$ cat src/rtl/core/lpht_pkg.sv
package lpht_pkg;

  // table geometry
  localparam int unsigned SLOT_COUNT = 1024;
  localparam int unsigned SLOT_BITS  = $clog2(SLOT_COUNT);
  localparam int unsigned COUNT_BITS = SLOT_BITS + 1;
  localparam int unsigned KEY_BITS   = 32;
  localparam int unsigned VALUE_BITS = 32;

  // fill limit register
  localparam int unsigned FILL_BITS = 10;
  localparam logic [FILL_BITS-1:0] FILL_LIMIT_RESET = 10'd768;

  // request operations
  typedef enum logic {
    OP_INSERT = 1'b0,
    OP_LOOKUP = 1'b1
  } op_e;

  // result status codes
  typedef enum logic [2:0] {
    ST_INSERTED  = 3'd0,
    ST_PRESENT   = 3'd1,
    ST_FULL      = 3'd2,
    ST_HIT       = 3'd3,
    ST_MISS      = 3'd4,
    ST_ZERO_HASH = 3'd5
  } status_e;

  // controller states
  typedef enum logic [1:0] {
    S_CLEAR,
    S_IDLE,
    S_PROBE
  } state_e;

  // one slot word in the table memory
  typedef struct packed {
    logic                  occ;
    logic [KEY_BITS-1:0]   key;
    logic [VALUE_BITS-1:0] value;
  } slot_t;

  localparam int unsigned SLOT_W = $bits(slot_t);

  // memory access bundle from controller to slot memory
  typedef struct packed {
    logic                 we;
    logic [SLOT_BITS-1:0] waddr;
    slot_t                wdata;
    logic [SLOT_BITS-1:0] raddr;
  } mem_req_t;

endpackage

$ cat src/rtl/core/lpht_ctrl.sv
module lpht_ctrl (
  input  logic                            clk_i,
  input  logic                            rst_ni,
  input  logic                            start,
  output logic                            busy,
  input  logic                            operation_i,
  input  logic [31:0]                     key_i,
  input  logic [31:0]                     value_i,
  input  logic [31:0]                     hash_i,
  input  logic [lpht_pkg::FILL_BITS-1:0]  fill_limit_i,
  output logic                            done_o,
  output logic [2:0]                      status_o,
  output logic [31:0]                     found_value_o,
  output lpht_pkg::mem_req_t              mem_req_o,
  input  logic [lpht_pkg::SLOT_W-1:0]     mem_rdata_i
);
  import lpht_pkg::*;

  state_e                 state_q, state_d;
  logic [SLOT_BITS-1:0]   addr_q, addr_d;
  logic [SLOT_BITS-1:0]   cnt_q, cnt_d;
  logic [COUNT_BITS-1:0]  occ_cnt_q, occ_cnt_d;
  op_e                    op_q, op_d;
  logic [KEY_BITS-1:0]    key_q, key_d;
  logic [VALUE_BITS-1:0]  value_q, value_d;
  logic                   done_q, done_d;
  status_e                status_q, status_d;
  logic [31:0]            found_q, found_d;

  slot_t                  rd_slot;
  logic                   slot_empty;
  logic                   slot_hit;
  logic                   probe_last;
  logic                   clear_last;
  logic                   at_limit;
  logic [SLOT_BITS-1:0]   home_slot;
  slot_t                  wr_slot;

  // decode of the slot word read back this cycle
  assign rd_slot    = slot_t'(mem_rdata_i);
  assign slot_empty = !rd_slot.occ;
  assign slot_hit   = rd_slot.occ && (rd_slot.key == key_q);
  assign probe_last = (cnt_q == SLOT_BITS'(SLOT_COUNT - 1));
  assign clear_last = (addr_q == SLOT_BITS'(SLOT_COUNT - 1));
  assign at_limit   = (occ_cnt_q >= COUNT_BITS'(fill_limit_i));
  assign home_slot  = hash_i[SLOT_BITS-1:0];

  // next state
  always_comb begin
    state_d = state_q;
    unique case (state_q)
      S_CLEAR: begin
        if (clear_last) state_d = S_IDLE;
      end
      S_IDLE: begin
        if (start && (hash_i != '0)) state_d = S_PROBE;
      end
      S_PROBE: begin
        if (slot_empty || slot_hit || probe_last) state_d = S_IDLE;
      end
      default: state_d = S_CLEAR;
    endcase
  end

  // datapath and memory control
  always_comb begin
    addr_d    = addr_q;
    cnt_d     = cnt_q;
    occ_cnt_d = occ_cnt_q;
    op_d      = op_q;
    key_d     = key_q;
    value_d   = value_q;
    done_d    = 1'b0;
    status_d  = status_q;
    found_d   = found_q;

    wr_slot       = '0;
    wr_slot.key   = key_q;
    wr_slot.value = value_q;

    mem_req_o       = '0;
    mem_req_o.waddr = addr_q;
    mem_req_o.raddr = addr_q + 1'b1;

    unique case (state_q)
      S_CLEAR: begin
        // sweep every slot to empty
        mem_req_o.we    = 1'b1;
        mem_req_o.wdata = '0;
        addr_d          = addr_q + 1'b1;
      end
      S_IDLE: begin
        mem_req_o.raddr = home_slot;
        if (start) begin
          op_d    = op_e'(operation_i);
          key_d   = key_i[KEY_BITS-1:0];
          value_d = value_i[VALUE_BITS-1:0];
          addr_d  = home_slot;
          cnt_d   = '0;
          if (hash_i == '0) begin
            done_d   = 1'b1;
            status_d = ST_ZERO_HASH;
            found_d  = '0;
          end
        end
      end
      S_PROBE: begin
        if (slot_empty) begin
          // end of the probe run, key absent
          done_d  = 1'b1;
          found_d = '0;
          if (op_q == OP_LOOKUP) begin
            status_d = ST_MISS;
          end else if (at_limit) begin
            status_d = ST_FULL;
          end else begin
            wr_slot.occ     = 1'b1;
            mem_req_o.we    = 1'b1;
            mem_req_o.wdata = wr_slot;
            occ_cnt_d       = occ_cnt_q + 1'b1;
            status_d        = ST_INSERTED;
          end
        end else if (slot_hit) begin
          done_d = 1'b1;
          if (op_q == OP_LOOKUP) begin
            status_d = ST_HIT;
            found_d  = 32'(rd_slot.value);
          end else begin
            status_d = ST_PRESENT;
            found_d  = '0;
          end
        end else if (probe_last) begin
          // wrapped all the way round without a match or a hole
          done_d   = 1'b1;
          found_d  = '0;
          status_d = (op_q == OP_LOOKUP) ? ST_MISS : ST_FULL;
        end else begin
          addr_d = addr_q + 1'b1;
          cnt_d  = cnt_q + 1'b1;
        end
      end
      default: ;
    endcase
  end

  // control registers
  always_ff @(posedge clk_i or negedge rst_ni) begin
    if (!rst_ni) begin
      state_q   <= S_CLEAR;
      addr_q    <= '0;
      cnt_q     <= '0;
      occ_cnt_q <= '0;
      done_q    <= 1'b0;
    end else begin
      state_q   <= state_d;
      addr_q    <= addr_d;
      cnt_q     <= cnt_d;
      occ_cnt_q <= occ_cnt_d;
      done_q    <= done_d;
    end
  end

  // request and result payload
  always_ff @(posedge clk_i) begin
    op_q     <= op_d;
    key_q    <= key_d;
    value_q  <= value_d;
    status_q <= status_d;
    found_q  <= found_d;
  end

  assign busy          = (state_q != S_IDLE);
  assign done_o        = done_q;
  assign status_o      = status_q;
  assign found_value_o = found_q;

endmodule

$ cat config.mk
export PLATFORM = sky130hd
export DESIGN_NAME = lpht_ctrl
export DESIGN_NICKNAME = d
export VERILOG_FILES = /design/src/rtl/core/lpht_pkg.sv /design/src/rtl/core/lpht_ctrl.sv
export SDC_FILE = /design/constraint.sdc
export NUM_CORES = 1
export LEC_CHECK = 0
export BUFFER_PORTS_ARGS = -buffer_cell sky130_fd_sc_hd__buf_4
export CORE_AREA = 3 3 170 106
export CTS_CLUSTER_DIAMETER = 80
export DETAILED_ROUTE_END_ITERATION = 6
export DIE_AREA = 0 0 173 109
export PLACE_DENSITY_LB_ADDON = 0.1
export SLEW_MARGIN = 40
export SYNTH_ARGS = -nofsm -noshare
export SYNTH_HDL_FRONTEND = slang
export SYNTH_SLANG_ARGS = --single-unit
$ cat constraint.sdc
create_clock -name clk_i -period 6.1 [get_ports clk_i]
set_input_delay 0.61 -clock clk_i [delete_from_list [all_inputs] [get_ports clk_i]]
set_output_delay 0.61 -clock clk_i [all_outputs]
set_load 0.02 [all_outputs]
==> summary.txt <==
Yosys
  – Synth top area cells: edfxtp_1, dfrtp_1, and2_1, xor2_1, ha_1
  – Post-Synth Simple-Gate Area: 0.201
  – Multiplexer share of the synthesized area: 0.0236
  – Post-Synth Adder-Cell Area: 0.0362
  – Syn avg cell area: 12.7 um2
  – Post-synth ARST share: 0.254
  – XOR/XNOR Fraction of Synth Area: 0.0653
  – Largest family of logic cells by synthesized area: simple AND/OR/NAND/NOR gates
  – Main flop type after synthesis: edfxtp_1
  – Number of synthesized flops with an enable pin: 100
  – Synth Warn #: 0
  – Synthesized flop and latch total: roughly 130
  – Synth Cell Area: 6570 um2
  – Post-synthesis net count: approximately 710
  – Leading area contributor after synthesis: edfxtp_1
  – Syn Inst Count: 517
  – Compound-Gate Fraction of Synth Area: 0.0636
  – Library cells used by synthesis: 55
  – Post-synth top area share: 0.457
  – Seq/Total Area, Yosys: 0.587

Worst setup path
  – R2R Setup Slk: around 3.4 ns
  – R2r worst-path depth: 7
  – Crit Path Max Fanout: 68
  – CP Launch Type: flip-flop
  – Crit path DAT: 2.98 ns
  – Critical setup path kind: flip-flop to output port
  – WP data required: 5.49 ns
  – Reg-to-reg critical path endpoint: occ_cnt_q[1]$_DFFE_PN0P_
  – R2r startpoint: occ_cnt_q[8]$_DFFE_PN0P_
  – Setup crit end kind: output port

STA
  – Tcrit/Tclk final: 0.589
  – # setup viols final: 0
  – Clock Skew: 0.0129 ns
  – Worst Tran Pin Value: 0.697 ns
  – FMAX: 278 MHz
  – Hold_ws: 0.145 ns
  – Setup TNS: 0 ns
  – Fin crit period: roughly 3.6 ns
  – Final Max Tran Viols: 0
  – RSZ-0062 raised after global routing: false
  – Normalized max-slew margin: 0.534
  – Hold Vio Cnt, Final: 0

Finish
  – Non-filler cells, final: between 1000 and 1500
  – Ant. Diodes: 0
  – Fin area: 9640 um2
  – NumNets Final: about 1000
  – Layout cell share with drive strength beyond 1: 0.439
  – Area delta synth->final: 46.7%
  – Filler cells: 1346

Placement
  – Placed Area: 9010 um2
  – I/O Buffers: 297
  – Cells after DPL: 1029
  – HPWL after DPL: 13800 um
  – RePlAce Congestion: 0.819

Drt
  – DRC: 0
  – Pre-antenna DRT Iters: 6
  – Vias: around 5000
  – DR WL/cell: 17.1 um
  – Iteration-0 DRC Markers: 317
  – Final WL: around 18000 um
  – Drt via density: 4.84
  – Remaining antenna violation count: 0

Global route
  – First-pass GRT wire length: between 20000 and 30000 um
  – Gr ovfl total: 0
  – Initial antenna violation count: 0
  – GRT Total Usage: 0.186
  – Vias in the first global route: 5299
  – Largest net degree at the start of global routing: 69

Die
  – Core ar.: 16300 um2
  – IO Pins: 298
  – Starting density of the core: 0.403
  – DIE HEIGHT: 109 um
  – Site row count: 36
  – Die X: about 170 um
  – Die area: 18900 um2

Power
  – Pwr dens: about 410 nW/um2
  – Leak pwr: ~4.3 nW
  – Peak supply drop: 0.171 mV

Clock network
  – Num CTS Buffers: 17
  – Post-cts resize count: 0
  – CTS max path bufs: 2
  – Post-CTS Setup Bufs: 0
  – CTS H-Tree Depth: 4
  – CTS tree: built
  – Hold buffers post-CTS: 0
  – Worst skew pair latency: 0.41 ns
  – Total clock sinks: 134
  – Root buf cell: clkbuf_16
  – CTS clk-pin slew, worst paths: approximately 0.060 ns

Job
  – Max Cap Viol: 0

Min path
  – Worst Hold Class: input port to async pin

Outcome
  – Status: completed
==> registers in the layout (all words and copies together), names as in the netlist <==
signal         count
cnt_q             10
done_o             1
status_o           3
found_value_o     32
key_q             32
state_q            2
op_q               1
occ_cnt_q         11
value_q           32
addr_q            10
==> metrics by stage <==
stage	power (mW)	setup WS, ns	util
after global routing	4.21	2.22	0.591
after detailed placement	2.93	2.56	0.552
after floorplan	2.28	3.07	-
after global placement	2.89	2.62	0.552
final	4.00	2.51	0.591
after CTS	4.04	2.44	0.591
==> cell usage after synthesis, types with 8 or more instances <==
library cell / n
nor4_1: 13
mux2_2: 8
nand3_1: 12
o21ai_0: 12
nand2_1: 32
xor2_1: 44
and2_1: 100
nor4_2: 8
nor2_1: 10
edfxtp_1: 100
clkbuf_1: 9
inv_1: 15
nor3_1: 8
ha_1: 19
dfrtp_1: 34
==> worst max-delay path, stage by stage (launching register included) <==
cell and delay, ns:
dfrtp_1 0.41, ha_1 0.30, a21o_1 0.16, a211oi_1 0.37
o31ai_4 0.22, nor3_4 0.21, buf_4 0.48, and2_1 0.24
buf_4 0.15
==> worst max-delay path by stage <==
stage | endpoint | cells after the start | from
final | mem_req_o[44] | 8 | occ_cnt_q[8]$_DFFE_PN0P_
after global routing | mem_req_o[44] | 10 | occ_cnt_q[0]$_DFFE_PN0P_
after CTS | mem_req_o[44] | 10 | occ_cnt_q[0]$_DFFE_PN0P_
after detailed placement | mem_req_o[44] | 10 | fill_limit_i[8]
after global placement | mem_req_o[44] | 10 | fill_limit_i[8]
after floorplan | mem_req_o[67] | 9 | fill_limit_i[8]
==> power breakdown <==
part / switching [mW] / total [mW] / internal, mW
combinational: 0.833 / 1.43 / 0.597
clock: 0.411 / 1.10 / 0.688
sequential: 0.150 / 1.47 / 1.32
total: 1.39 / 4.00 / 2.60
==> per-layer routing <==
metal,vias up,GRT usage,part of all wire
met2,212,0.305,0.49
met3,31,0.0727,0.087
met5,-,0,0
met4,0,0.0728,0.021
li1,2468,-,-
met1,2424,0.225,0.40
==> area by class of cell <==
type / count / area, um2 / share of cell area
Sequential cell: 134 / 3850 / 0.400
Multi-Input combinational cell: 352 / 2560 / 0.266
Tap cell: 228 / 285 / 0.0296
Timing Repair Buffer: 300 / 2260 / 0.234
Clock inverter: 14 / 200 / 0.0208
Inverter: 15 / 56.3 / 0.00584
Clock buffer: 17 / 425 / 0.0441
==> placed cells by master (no fill, tap or decap), types with 3 or more instances in the layout <==
| master | count |
|---|---|
| inv_1 | 14 |
| nor2b_1 | 4 |
| a21o_1 | 5 |
| edfxtp_1 | 100 |
| nand4_1 | 6 |
| xnor2_1 | 5 |
| nor4_1 | 13 |
| nand3_1 | 12 |
| a21oi_1 | 4 |
| xor2_1 | 44 |
| buf_4 | 299 |
| dfrtp_1 | 34 |
| a31oi_1 | 3 |
| and3_1 | 5 |
| or3_1 | 4 |
| nor4_2 | 8 |
| nor2_1 | 10 |
| o211ai_1 | 5 |
| mux2_1 | 4 |
| bufinv_16 | 4 |
| nor3_1 | 8 |
| nand2_1 | 32 |
| o311a_1 | 3 |
| mux2_2 | 8 |
| clkinv_4 | 3 |
| clkbuf_16 | 17 |
| o31ai_1 | 3 |
| and2_1 | 100 |
| ha_1 | 19 |
| o21ai_0 | 12 |
==> kinds of logic (layout without fill, tap and decap cells) <==
logic type / Yosys count / in the layout
adders and majority gates: 19 / 19
xor gates and xnor gates: 49 / 49
buffers and inverters: 31 / 346
DFF: 134 / 134
and+or+nand+nor: 216 / 216
AOI/OAI and AO/OA: 54 / 54
muxes: 14 / 14
(Power assumes the default switching activity.)
